$ cat src/hw/rtl/pkst_pkg.sv
// shared constants and types of the pressed-key set tracker
package pkst_pkg;

  localparam int MAX_KEYS  = 16;
  localparam int KEY_AW    = $clog2(MAX_KEYS);
  localparam int CNT_W     = $clog2(MAX_KEYS + 1);
  localparam int CODE_W    = 10;
  localparam int TIME_W    = 32;
  localparam int SERIAL_W  = 32;
  localparam int MASK_W    = 32;
  localparam int MOD_W     = 8;
  localparam int NUM_REGS  = 8;
  localparam int IDX_W     = 6;
  localparam int CFG_IDX_W = 4;
  localparam int LOCK_BIT  = 1;

  localparam logic RESULT_KEY = 1'b0;
  localparam logic RESULT_MOD = 1'b1;

  localparam logic [IDX_W-1:0] IDX_UNMAPPED = IDX_W'(32);

  typedef logic [NUM_REGS-1:0][IDX_W-1:0] idx_arr_t;

  typedef struct packed {
    logic [MASK_W-1:0] depressed;
    logic [MASK_W-1:0] locked;
  } masks_t;

endpackage

$ cat src/hw/rtl/pkst_if.sv
// channel interfaces: key events in, results out, register writes

interface pkst_in_if;
  logic                          valid;
  logic                          ready;
  logic                          pressed;
  logic [pkst_pkg::CODE_W-1:0]   keycode;
  logic [pkst_pkg::TIME_W-1:0]   timestamp;
  logic [pkst_pkg::MOD_W-1:0]    modifier_bits;

  modport source (output valid, pressed, keycode, timestamp, modifier_bits, input ready);
  modport sink   (input valid, pressed, keycode, timestamp, modifier_bits, output ready);
endinterface

interface pkst_out_if;
  logic                          valid;
  logic                          ready;
  logic                          result_kind;
  logic [pkst_pkg::CODE_W-1:0]   key_code;
  logic                          key_down;
  logic [pkst_pkg::TIME_W-1:0]   event_time;
  logic [pkst_pkg::SERIAL_W-1:0] serial_number;
  logic [pkst_pkg::MASK_W-1:0]   depressed_mask;
  logic [pkst_pkg::MASK_W-1:0]   locked_mask;
  logic                          unknown_release;
  logic                          table_overflow;
  logic                          last_of_run;

  modport source (output valid, result_kind, key_code, key_down, event_time, serial_number,
                  depressed_mask, locked_mask, unknown_release, table_overflow,
                  last_of_run, input ready);
  modport sink   (input valid, result_kind, key_code, key_down, event_time, serial_number,
                  depressed_mask, locked_mask, unknown_release, table_overflow,
                  last_of_run, output ready);
endinterface

interface pkst_cfg_if;
  logic                           valid;
  logic                           ready;
  logic [pkst_pkg::CFG_IDX_W-1:0] index;
  logic [pkst_pkg::IDX_W-1:0]     data;

  modport source (output valid, index, data, input ready);
  modport sink   (input valid, index, data, output ready);
endinterface

$ cat src/hw/rtl/pkst_ram.sv
// generic single-write, single-read ram with registered read data
module pkst_ram #(
  parameter int WIDTH = 8,
  parameter int DEPTH = 16
) (
  input  logic                     clk,
  input  logic                     we,
  input  logic [$clog2(DEPTH)-1:0] waddr,
  input  logic [WIDTH-1:0]         wdata,
  input  logic [$clog2(DEPTH)-1:0] raddr,
  output logic [WIDTH-1:0]         rdata
);

  logic [WIDTH-1:0] mem_r [DEPTH];
  logic [WIDTH-1:0] rdata_r;

  always_ff @(posedge clk) begin
    if (we) begin
      mem_r[waddr] <= wdata;
    end
    rdata_r <= mem_r[raddr];
  end

  assign rdata = rdata_r;

endmodule

$ cat src/hw/rtl/pkst_modmap.sv
// maps the eight modifier bits onto depressed and locked masks
module pkst_modmap (
  input  logic [pkst_pkg::MOD_W-1:0] mods,
  input  pkst_pkg::idx_arr_t         idx,
  output pkst_pkg::masks_t           masks
);

  always_comb begin
    masks = '0;
    for (int b = 0; b < pkst_pkg::NUM_REGS; b++) begin
      // index values of 32 and up select no bit
      if (mods[b] && (idx[b] < pkst_pkg::IDX_UNMAPPED)) begin
        if (b == pkst_pkg::LOCK_BIT) begin
          masks.locked[idx[b][4:0]] = 1'b1;
        end else begin
          masks.depressed[idx[b][4:0]] = 1'b1;
        end
      end
    end
  end

endmodule

$ cat src/hw/rtl/pressed_key_set_tracker.sv
// top level: key table sequencer with serial and modifier tracking
//
// Key events arrive on in_ch (valid/ready); a transfer takes pressed, keycode,
// timestamp and modifier_bits. in_ch.ready is high only while the sequencer
// is idle, so one event is worked on at a time. The event's keycode is
// compared against the stored keys one entry per cycle through the table
// ram; the scan stops early on a match. A decide state, a slot move on a
// known release and one or two result states follow, and the sequencer
// goes back to idle before it takes the next transfer.
// A press of a key already down is an auto-repeat: it ends after the scan
// with no result. Otherwise a modifier result comes first if the modifier
// bits changed, then the key result with last_of_run set.
// Results leave through a one-entry output register on out_ch; when the
// receiver stalls the register holds and the sequencer waits to load it.
// cfg_ch is always ready; writes to indexes beyond seven are ignored and
// writes are expected only while no event is in flight.
// Reset (rst_n low, synchronous) empties the table, clears the serial
// counter and the remembered modifier bits and sets every index to 32.
module pressed_key_set_tracker (
  input logic        clk,
  input logic        rst_n,
  pkst_in_if.sink    in_ch,
  pkst_out_if.source out_ch,
  pkst_cfg_if.sink   cfg_ch
);

  typedef enum logic [5:0] {
    ST_IDLE     = 6'b000001,
    ST_SCAN     = 6'b000010,
    ST_DECIDE   = 6'b000100,
    ST_MOVE     = 6'b001000,
    ST_EMIT_MOD = 6'b010000,
    ST_EMIT_KEY = 6'b100000
  } state_t;

  typedef struct packed {
    logic                          kind;
    logic [pkst_pkg::CODE_W-1:0]   code;
    logic                          down;
    logic [pkst_pkg::TIME_W-1:0]   ev_time;
    logic [pkst_pkg::SERIAL_W-1:0] serial;
    logic [pkst_pkg::MASK_W-1:0]   dep;
    logic [pkst_pkg::MASK_W-1:0]   lck;
    logic                          unk;
    logic                          ovf;
    logic                          last;
  } result_t;

  state_t                        state_r, state_nxt;
  logic [pkst_pkg::CNT_W-1:0]    count_r, count_nxt;
  logic [pkst_pkg::CNT_W-1:0]    scan_idx_r, scan_idx_nxt;
  logic                          pend_r, pend_nxt;
  logic [pkst_pkg::KEY_AW-1:0]   pend_idx_r, pend_idx_nxt;
  logic                          hit_r, hit_nxt;
  logic [pkst_pkg::KEY_AW-1:0]   hit_idx_r, hit_idx_nxt;
  logic                          unk_r, unk_nxt;
  logic                          ovf_r, ovf_nxt;
  logic [pkst_pkg::SERIAL_W-1:0] serial_r, serial_nxt;
  logic [pkst_pkg::MOD_W-1:0]    prev_mods_r, prev_mods_nxt;
  pkst_pkg::idx_arr_t            idx_r;

  logic                          press_r;
  logic [pkst_pkg::CODE_W-1:0]   code_r;
  logic [pkst_pkg::TIME_W-1:0]   time_r;
  logic [pkst_pkg::MOD_W-1:0]    mods_r;

  logic                          out_valid_r, out_valid_nxt;
  result_t                       out_r, out_nxt;
  logic                          out_load;

  logic                          ram_we;
  logic [pkst_pkg::KEY_AW-1:0]   ram_waddr;
  logic [pkst_pkg::CODE_W-1:0]   ram_wdata;
  logic [pkst_pkg::KEY_AW-1:0]   ram_raddr;
  logic [pkst_pkg::CODE_W-1:0]   ram_rdata;

  logic [pkst_pkg::CNT_W-1:0]    count_m1;
  logic                          in_xfer;
  logic                          out_free;
  logic                          mods_changed;
  pkst_pkg::masks_t              masks;

  assign in_ch.ready  = (state_r == ST_IDLE);
  assign in_xfer      = in_ch.valid && in_ch.ready;
  assign cfg_ch.ready = 1'b1;
  assign out_free     = !out_valid_r || out_ch.ready;
  assign count_m1     = count_r - pkst_pkg::CNT_W'(1);
  assign mods_changed = (mods_r != prev_mods_r);

  // scan reads walk the table; otherwise the last entry is read for a removal
  assign ram_raddr = (state_r == ST_SCAN) ? scan_idx_r[pkst_pkg::KEY_AW-1:0]
                                          : count_m1[pkst_pkg::KEY_AW-1:0];

  pkst_ram #(
    .WIDTH (pkst_pkg::CODE_W),
    .DEPTH (pkst_pkg::MAX_KEYS)
  ) u_table (
    .clk   (clk),
    .we    (ram_we),
    .waddr (ram_waddr),
    .wdata (ram_wdata),
    .raddr (ram_raddr),
    .rdata (ram_rdata)
  );

  pkst_modmap u_modmap (
    .mods  (mods_r),
    .idx   (idx_r),
    .masks (masks)
  );

  always_comb begin
    state_nxt     = state_r;
    count_nxt     = count_r;
    scan_idx_nxt  = scan_idx_r;
    pend_nxt      = pend_r;
    pend_idx_nxt  = pend_idx_r;
    hit_nxt       = hit_r;
    hit_idx_nxt   = hit_idx_r;
    unk_nxt       = unk_r;
    ovf_nxt       = ovf_r;
    serial_nxt    = serial_r;
    prev_mods_nxt = prev_mods_r;
    ram_we        = 1'b0;
    ram_waddr     = count_r[pkst_pkg::KEY_AW-1:0];
    ram_wdata     = code_r;
    out_load      = 1'b0;
    out_nxt       = out_r;

    unique case (state_r)
      ST_IDLE: begin
        if (in_xfer) begin
          scan_idx_nxt = '0;
          pend_nxt     = 1'b0;
          hit_nxt      = 1'b0;
          unk_nxt      = 1'b0;
          ovf_nxt      = 1'b0;
          state_nxt    = ST_SCAN;
        end
      end
      ST_SCAN: begin
        // compare data read last cycle while the next read goes out
        if (pend_r && (ram_rdata == code_r)) begin
          hit_nxt     = 1'b1;
          hit_idx_nxt = pend_idx_r;
          state_nxt   = ST_DECIDE;
        end else if (scan_idx_r < count_r) begin
          pend_nxt     = 1'b1;
          pend_idx_nxt = scan_idx_r[pkst_pkg::KEY_AW-1:0];
          scan_idx_nxt = scan_idx_r + pkst_pkg::CNT_W'(1);
        end else if (pend_r) begin
          pend_nxt = 1'b0;
        end else begin
          state_nxt = ST_DECIDE;
        end
      end
      ST_DECIDE: begin
        if (press_r && hit_r) begin
          // auto-repeat: nothing changes
          state_nxt = ST_IDLE;
        end else begin
          serial_nxt = serial_r + pkst_pkg::SERIAL_W'(1);
          state_nxt  = mods_changed ? ST_EMIT_MOD : ST_EMIT_KEY;
          if (press_r) begin
            if (count_r < pkst_pkg::CNT_W'(pkst_pkg::MAX_KEYS)) begin
              ram_we    = 1'b1;
              count_nxt = count_r + pkst_pkg::CNT_W'(1);
            end else begin
              ovf_nxt = 1'b1;
            end
          end else if (hit_r) begin
            state_nxt = ST_MOVE;
          end else begin
            unk_nxt = 1'b1;
          end
        end
      end
      ST_MOVE: begin
        // last entry fills the released slot
        ram_we    = 1'b1;
        ram_waddr = hit_idx_r;
        ram_wdata = ram_rdata;
        count_nxt = count_m1;
        state_nxt = mods_changed ? ST_EMIT_MOD : ST_EMIT_KEY;
      end
      ST_EMIT_MOD: begin
        if (out_free) begin
          out_load      = 1'b1;
          out_nxt       = '0;
          out_nxt.kind  = pkst_pkg::RESULT_MOD;
          out_nxt.serial = serial_r;
          out_nxt.dep   = masks.depressed;
          out_nxt.lck   = masks.locked;
          prev_mods_nxt = mods_r;
          state_nxt     = ST_EMIT_KEY;
        end
      end
      ST_EMIT_KEY: begin
        if (out_free) begin
          out_load        = 1'b1;
          out_nxt         = '0;
          out_nxt.kind    = pkst_pkg::RESULT_KEY;
          out_nxt.code    = code_r;
          out_nxt.down    = press_r;
          out_nxt.ev_time = time_r;
          out_nxt.serial  = serial_r;
          out_nxt.unk     = unk_r;
          out_nxt.ovf     = ovf_r;
          out_nxt.last    = 1'b1;
          state_nxt       = ST_IDLE;
        end
      end
      default: begin
        state_nxt = ST_IDLE;
      end
    endcase
  end

  always_comb begin
    if (out_load) begin
      out_valid_nxt = 1'b1;
    end else if (out_ch.ready) begin
      out_valid_nxt = 1'b0;
    end else begin
      out_valid_nxt = out_valid_r;
    end
  end

  always_ff @(posedge clk) begin
    if (!rst_n) begin
      state_r     <= ST_IDLE;
      count_r     <= '0;
      scan_idx_r  <= '0;
      pend_r      <= 1'b0;
      hit_r       <= 1'b0;
      unk_r       <= 1'b0;
      ovf_r       <= 1'b0;
      serial_r    <= '0;
      prev_mods_r <= '0;
      out_valid_r <= 1'b0;
      for (int i = 0; i < pkst_pkg::NUM_REGS; i++) begin
        idx_r[i] <= pkst_pkg::IDX_UNMAPPED;
      end
    end else begin
      state_r     <= state_nxt;
      count_r     <= count_nxt;
      scan_idx_r  <= scan_idx_nxt;
      pend_r      <= pend_nxt;
      hit_r       <= hit_nxt;
      unk_r       <= unk_nxt;
      ovf_r       <= ovf_nxt;
      serial_r    <= serial_nxt;
      prev_mods_r <= prev_mods_nxt;
      out_valid_r <= out_valid_nxt;
      if (cfg_ch.valid && cfg_ch.ready &&
          (cfg_ch.index < pkst_pkg::CFG_IDX_W'(pkst_pkg::NUM_REGS))) begin
        idx_r[cfg_ch.index[$clog2(pkst_pkg::NUM_REGS)-1:0]] <= cfg_ch.data;
      end
    end
  end

  // payload registers
  always_ff @(posedge clk) begin
    pend_idx_r <= pend_idx_nxt;
    hit_idx_r  <= hit_idx_nxt;
    out_r      <= out_nxt;
    if (in_xfer) begin
      press_r <= in_ch.pressed;
      code_r  <= in_ch.keycode;
      time_r  <= in_ch.timestamp;
      mods_r  <= in_ch.modifier_bits;
    end
  end

  assign out_ch.valid           = out_valid_r;
  assign out_ch.result_kind     = out_r.kind;
  assign out_ch.key_code        = out_r.code;
  assign out_ch.key_down        = out_r.down;
  assign out_ch.event_time      = out_r.ev_time;
  assign out_ch.serial_number   = out_r.serial;
  assign out_ch.depressed_mask  = out_r.dep;
  assign out_ch.locked_mask     = out_r.lck;
  assign out_ch.unknown_release = out_r.unk;
  assign out_ch.table_overflow  = out_r.ovf;
  assign out_ch.last_of_run     = out_r.last;

endmodule

$ cat src/flat_wrapper.sv
// flat-port wrapper written by rule: the top's interface ports become plain ports
module pressed_key_set_tracker_flat 
  (clk, rst_n, in_ch_valid, in_ch_pressed, in_ch_keycode, in_ch_timestamp, in_ch_modifier_bits, in_ch_ready, out_ch_valid, out_ch_result_kind, out_ch_key_code, out_ch_key_down, out_ch_event_time, out_ch_serial_number, out_ch_depressed_mask, out_ch_locked_mask, out_ch_unknown_release, out_ch_table_overflow, out_ch_last_of_run, out_ch_ready, cfg_ch_valid, cfg_ch_index, cfg_ch_data, cfg_ch_ready);
  pkst_in_if in_ch_i ();
  pkst_out_if out_ch_i ();
  pkst_cfg_if cfg_ch_i ();
  input logic clk;
  input logic rst_n;
  input wire logic [$bits(in_ch_i.valid)-1:0] in_ch_valid;
  input wire logic [$bits(in_ch_i.pressed)-1:0] in_ch_pressed;
  input wire logic [$bits(in_ch_i.keycode)-1:0] in_ch_keycode;
  input wire logic [$bits(in_ch_i.timestamp)-1:0] in_ch_timestamp;
  input wire logic [$bits(in_ch_i.modifier_bits)-1:0] in_ch_modifier_bits;
  output wire logic [$bits(in_ch_i.ready)-1:0] in_ch_ready;
  output wire logic [$bits(out_ch_i.valid)-1:0] out_ch_valid;
  output wire logic [$bits(out_ch_i.result_kind)-1:0] out_ch_result_kind;
  output wire logic [$bits(out_ch_i.key_code)-1:0] out_ch_key_code;
  output wire logic [$bits(out_ch_i.key_down)-1:0] out_ch_key_down;
  output wire logic [$bits(out_ch_i.event_time)-1:0] out_ch_event_time;
  output wire logic [$bits(out_ch_i.serial_number)-1:0] out_ch_serial_number;
  output wire logic [$bits(out_ch_i.depressed_mask)-1:0] out_ch_depressed_mask;
  output wire logic [$bits(out_ch_i.locked_mask)-1:0] out_ch_locked_mask;
  output wire logic [$bits(out_ch_i.unknown_release)-1:0] out_ch_unknown_release;
  output wire logic [$bits(out_ch_i.table_overflow)-1:0] out_ch_table_overflow;
  output wire logic [$bits(out_ch_i.last_of_run)-1:0] out_ch_last_of_run;
  input wire logic [$bits(out_ch_i.ready)-1:0] out_ch_ready;
  input wire logic [$bits(cfg_ch_i.valid)-1:0] cfg_ch_valid;
  input wire logic [$bits(cfg_ch_i.index)-1:0] cfg_ch_index;
  input wire logic [$bits(cfg_ch_i.data)-1:0] cfg_ch_data;
  output wire logic [$bits(cfg_ch_i.ready)-1:0] cfg_ch_ready;
  assign in_ch_i.valid = in_ch_valid;
  assign in_ch_i.pressed = in_ch_pressed;
  assign in_ch_i.keycode = in_ch_keycode;
  assign in_ch_i.timestamp = in_ch_timestamp;
  assign in_ch_i.modifier_bits = in_ch_modifier_bits;
  assign in_ch_ready = in_ch_i.ready;
  assign out_ch_valid = out_ch_i.valid;
  assign out_ch_result_kind = out_ch_i.result_kind;
  assign out_ch_key_code = out_ch_i.key_code;
  assign out_ch_key_down = out_ch_i.key_down;
  assign out_ch_event_time = out_ch_i.event_time;
  assign out_ch_serial_number = out_ch_i.serial_number;
  assign out_ch_depressed_mask = out_ch_i.depressed_mask;
  assign out_ch_locked_mask = out_ch_i.locked_mask;
  assign out_ch_unknown_release = out_ch_i.unknown_release;
  assign out_ch_table_overflow = out_ch_i.table_overflow;
  assign out_ch_last_of_run = out_ch_i.last_of_run;
  assign out_ch_i.ready = out_ch_ready;
  assign cfg_ch_i.valid = cfg_ch_valid;
  assign cfg_ch_i.index = cfg_ch_index;
  assign cfg_ch_i.data = cfg_ch_data;
  assign cfg_ch_ready = cfg_ch_i.ready;
  pressed_key_set_tracker u_core (.clk(clk), .rst_n(rst_n), .in_ch(in_ch_i), .out_ch(out_ch_i), .cfg_ch(cfg_ch_i));
endmodule
$ cat config.mk
export PLATFORM = sky130hd
export DESIGN_NAME = pressed_key_set_tracker_flat
export DESIGN_NICKNAME = d
export VERILOG_FILES = /design/src/hw/rtl/pkst_pkg.sv /design/src/hw/rtl/pkst_if.sv /design/src/hw/rtl/pkst_ram.sv /design/src/hw/rtl/pkst_modmap.sv /design/src/hw/rtl/pressed_key_set_tracker.sv /design/src/flat_wrapper.sv
export SDC_FILE = /design/constraint.sdc
export NUM_CORES = 1
export LEC_CHECK = 0
export BUFFER_PORTS_ARGS = -buffer_cell sky130_fd_sc_hd__clkbuf_2
export CORE_UTILIZATION = 40
export DETAILED_ROUTE_END_ITERATION = 8
export PLACE_DENSITY_LB_ADDON = 0.3
export SETUP_SLACK_MARGIN = 0.5
export SLEW_MARGIN = 10
export SYNTH_ARGS = -nofsm -noshare
export SYNTH_HDL_FRONTEND = slang
export SYNTH_HIERARCHICAL = 1
export SYNTH_SLANG_ARGS = --single-unit
$ cat constraint.sdc
create_clock -name clk -period 11.92 [get_ports clk]
set_clock_uncertainty 0.15 [all_clocks]
set_input_delay 2.384 -clock clk [delete_from_list [all_inputs] [get_ports clk]]
set_output_delay 2.384 -clock clk [all_outputs]
set_load 0.05 [all_outputs]
==> out/results.md <==
* **worst min-delay path class** flop to flop
* **pin count of the biggest net entering global routing** 111
* **total of cells resized after clock tree synthesis** 0
* **maximum single-stage delay on the critical path** 0.85 ns
* **post-detailed-route via-to-cell ratio** 5.55
* **buffer levels on the longest clock path** 3
* **number of flops mapped to enable cells by yosys** 362
* **synthesized flop and latch total** 481
* **clock slew at reported path FFs** 0.06 ns
* **number of maximum-capacitance violations** 0
* **half-perimeter wire length after placement** 34000 microns
* **area of the die** 52300 sq um
* **Arr. time, crit path** 4.90 ns
* **post-synthesis cell type count** 65
* **antenna violations before repair** 1
* **number of nets in the layout** 1786
* **layout overhead on the synthesized area** 17.7%
* **type of the worst setup path** primary input to flop
* **clock insertion delay at the later pin of the skew report** 0.62 ns
* **initial standard-cell utilization of the core** 40.7%
* **number of buffers added by the clock tree synthesis step** 52
* **async set-or-reset flop fraction in the synthesized netlist** 0%
* **number of buffers inserted to repair setup after CTS** 0
* **flip-flop cell with the highest count after synthesis** sky130_fd_sc_hd__edfxtp_1
* **total power per unit cell area** 160 nW/um^2
* **first-pass GRT wire length** 79200 microns
* **TNS Setup** 0 ns
* **Yosys warning count** 6
* **Avg WL per Cell** 21.4 microns
* **number of instances in the synthesized netlist** 1507
* **crit-path cells** clkbuf_2, nand2b_1, nor2b_4, buf_4, buf_4
* **highest routed metal layer** met4
* **clock period minus worst slack** 4.84 ns
* **number of buffers added to fix hold violations after cts** 0
* **finished layout cell area** 24200 sq um
* **floorplan core area** 50500 sq um
* **Worst Path Max Fanout** 80
* **number of max-slew violations in the final report** 0
* **nature of the critical path startpoint** primary input
* **Slowest-stage cell, CP** sky130_fd_sc_hd__buf_4
* **length of routed met3 wiring** 4400 microns
* **post-placement setup slack** 6.45 ns
* **number of buffer cells added on primary ports** 210
* **Final period util** 40.6%
* **number of global-route vias before repair** 13100
* **cell area after synthesis** 20600 sq um
* **Die Ht** 229 microns
* **number of inserted filler cells in the final layout** 4476
* **Tightest Pin Transition** 1.30 ns
* **Worst path most repeated cell** sky130_fd_sc_hd__buf_4
* **post-detailed-route DRC marker count** 0
* **overall die width** 229 microns
* **total via count in the routed design** 13500
* **I/O pins** 212
* **initial drt markers** 1177
* **Avg Inst Size Synth** 13.6 sq um
* **number of optimization iterations in the first detailed-route pass** 6
* **Final Worst Setup Slack** 7.08 ns
* **reported leakage power** 8.70 nW
* **met2 layer wire length in the routed design** 22900 microns
* **area after detailed placement** 22400 sq um
* **syn nets** 1581
* **CTS sink cnt** 481
* **final std cells w/o fill** 2428
* **total inserted antenna cells** 0
* **CTS H-Tree Depth** 2
* **part of the Yosys area used for sequential elements** 64.4%
* **number of antenna-violating nets in the routed design** 0
* **Final setup violation count** 0
* **fmax** 207 MHz
* **number of cells in the design after placement** 2330
* **worst slew slack as a fraction of its limit** 13.4%
* **outcome** completed
* **buffer type at the clock tree root** sky130_fd_sc_hd__clkbuf_16
* **capturing element type of the critical path** flop
* **total count of hold-check failures in the final report** 0
* **wire length the detailed router placed on met1** 23500 microns
* **total gr overflow** 0
* **Site Rows** 82
* **unrepaired setup endpoints after global routing** no
* **final weighted congestion in routability-driven placement** 0.946
* **combined global-route utilization of all metal layers** 19.6%
* **VDD IR-drop max** 0.000120 V
* **tightest hold margin** 0.272 ns
* **WP data required** 11.98 ns
* **ratio of cells with drive above 1 in the final layout** 22.1%
* **routed wire length** 51800 microns
* **CTS tree** yes
cells in the mapped netlist (4+ instances only):
cell                       instances  area [sq um]
sky130_fd_sc_hd__nand3_1          14          70.1
sky130_fd_sc_hd__a21boi_0          5          37.5
sky130_fd_sc_hd__mux2i_1          57           571
sky130_fd_sc_hd__nand2_1         116           435
sky130_fd_sc_hd__a21boi_1          9          67.6
sky130_fd_sc_hd__or3_1            13          81.3
sky130_fd_sc_hd__nand3b_1         14           105
sky130_fd_sc_hd__a21oi_1           9          45.0
sky130_fd_sc_hd__nor4bb_1          5          50.1
sky130_fd_sc_hd__o21ai_0          21           105
sky130_fd_sc_hd__and2_1           90           563
sky130_fd_sc_hd__and3b_1          21           184
sky130_fd_sc_hd__xor2_1           16           140
sky130_fd_sc_hd__nand4_1          42           263
sky130_fd_sc_hd__mux4_1           12           315
sky130_fd_sc_hd__dfxtp_1         119          2380
sky130_fd_sc_hd__nor4b_2           7           105
sky130_fd_sc_hd__nor3_1           20           100
sky130_fd_sc_hd__and4bb_2          8           100
sky130_fd_sc_hd__nor3b_1          26           195
sky130_fd_sc_hd__nor2_1           61           229
sky130_fd_sc_hd__buf_1             7          26.3
sky130_fd_sc_hd__mux4_2           28           631
sky130_fd_sc_hd__and3_1           58           363
sky130_fd_sc_hd__xnor2_1          31           272
sky130_fd_sc_hd__nor2b_1          57           357
sky130_fd_sc_hd__nor4_1            9          56.3
sky130_fd_sc_hd__ha_1              8           100
sky130_fd_sc_hd__nand2b_1          7          43.8
sky130_fd_sc_hd__edfxtp_1        362         10900
sky130_fd_sc_hd__inv_1            17          63.8
sky130_fd_sc_hd__and4b_1           7          70.1
sky130_fd_sc_hd__buf_6             4          45.0
sky130_fd_sc_hd__a22oi_1         115           863
sky130_fd_sc_hd__clkbuf_1         67           251
stage by stage:
step / total power, mW / utilization (%)
CTS: 3.91 / 47.9
global route: 3.99 / 47.9
detailed placement: 2.21 / 44.3
global placement: 2.20 / 44.3
floorplan: 2.12 / -
finish: 3.86 / 47.9
worst paths after layout:
path                                                     start                                       endpoint  slack [ns]  cells after the start
worst max register to register  u_core/state_r[0]$_SDFFE_PN1P_  u_core/out_ch.depressed_mask[4]$_SDFFCE_PP0P_        7.69                      6
worst min-delay path            u_core/pend_idx_r[2]$_DFFE_PP_                  u_core/hit_idx_r[2]$_DFFE_PP_        0.27                      0
worst max-delay path                              out_ch_ready     u_core/out_ch.locked_mask[0]$_SDFFCE_PP0P_        7.08                      5
worst min register to register  u_core/pend_idx_r[2]$_DFFE_PP_                  u_core/hit_idx_r[2]$_DFFE_PP_        0.27                      0
power by group:
group | internal [mW] | total (mW) | switching [mW]
clock network | 1.02 | 1.69 | 0.677
registers | 1.87 | 1.90 | 0.0342
logic | 0.0710 | 0.271 | 0.200
routing by layer:
| metal | up-vias | global-route usage (%) |
|---|---|---|
| met2 | 603 | 29.4 |
| met1 | 6643 | 28.2 |
| met4 | 0 | 6.17 |
| met3 | 93 | 4.50 |
| met5 | - | 0 |
| li1 | 6145 | - |
critical path, delay by kind of cell:
kind	cells	cell delay, ns
and+or+nand+nor	2	0.90
buffers and inverters	3	1.52
area by class of cell:
cell class,instances,area [sq um],share of cell area [%]
clock buffer,61,1360,5.60
clock inverter,37,485,2.01
inverter,17,63.8,0.264
multi-input combinational,924,6960,28.7
sequential,481,13300,54.8
tap,672,841,3.47
timing repair buffer,236,1250,5.15
layout by cell type (no fill, tap or decap), drive strengths merged, types with 21 or more instances in the layout:
cell type,instances
edfxtp,362
clkbuf,271
dfxtp,119
nand2,116
a22oi,115
and2,90
nor2,61
and3,58
mux2i,57
nor2b,57
nand4,42
mux4,40
xnor2,31
buf,26
nor3b,26
clkinv,25
nor3,22
o21ai,21
and3b,21
sequential cells by signal, summed over array words and instances, names as in the netlist, 6 cells and up:
| signal | count |
|---|---|
| u_core/out_ch.depressed_mask | 32 |
| u_core/prev_mods_r | 8 |
| u_core/out_ch.event_time | 32 |
| u_core/mods_r | 8 |
| u_core/state_r | 6 |
| u_core/serial_r | 32 |
| u_core/time_r | 32 |
| u_core/out_ch.key_code | 10 |
| u_core/idx_r | 48 |
| u_core/u_table/mem_r | 160 |
| u_core/out_ch.serial_number | 32 |
| u_core/u_table/rdata | 10 |
| u_core/out_ch.locked_mask | 32 |
| u_core/code_r | 10 |
cells by family after synthesis:
logic type,count (synthesis),synth area share [%]
AOI/OAI and AO/OA,177,6.19
xor gates and xnor gates,47,2.00
adders and majority gates,8,0.487
buffers and inverters,102,2.18
DFF,481,64.4
muxes,99,7.48
other,1,0.0182
and+or+nand+nor,592,17.2
No activity file was read; power rests on OpenSTA's default activity.
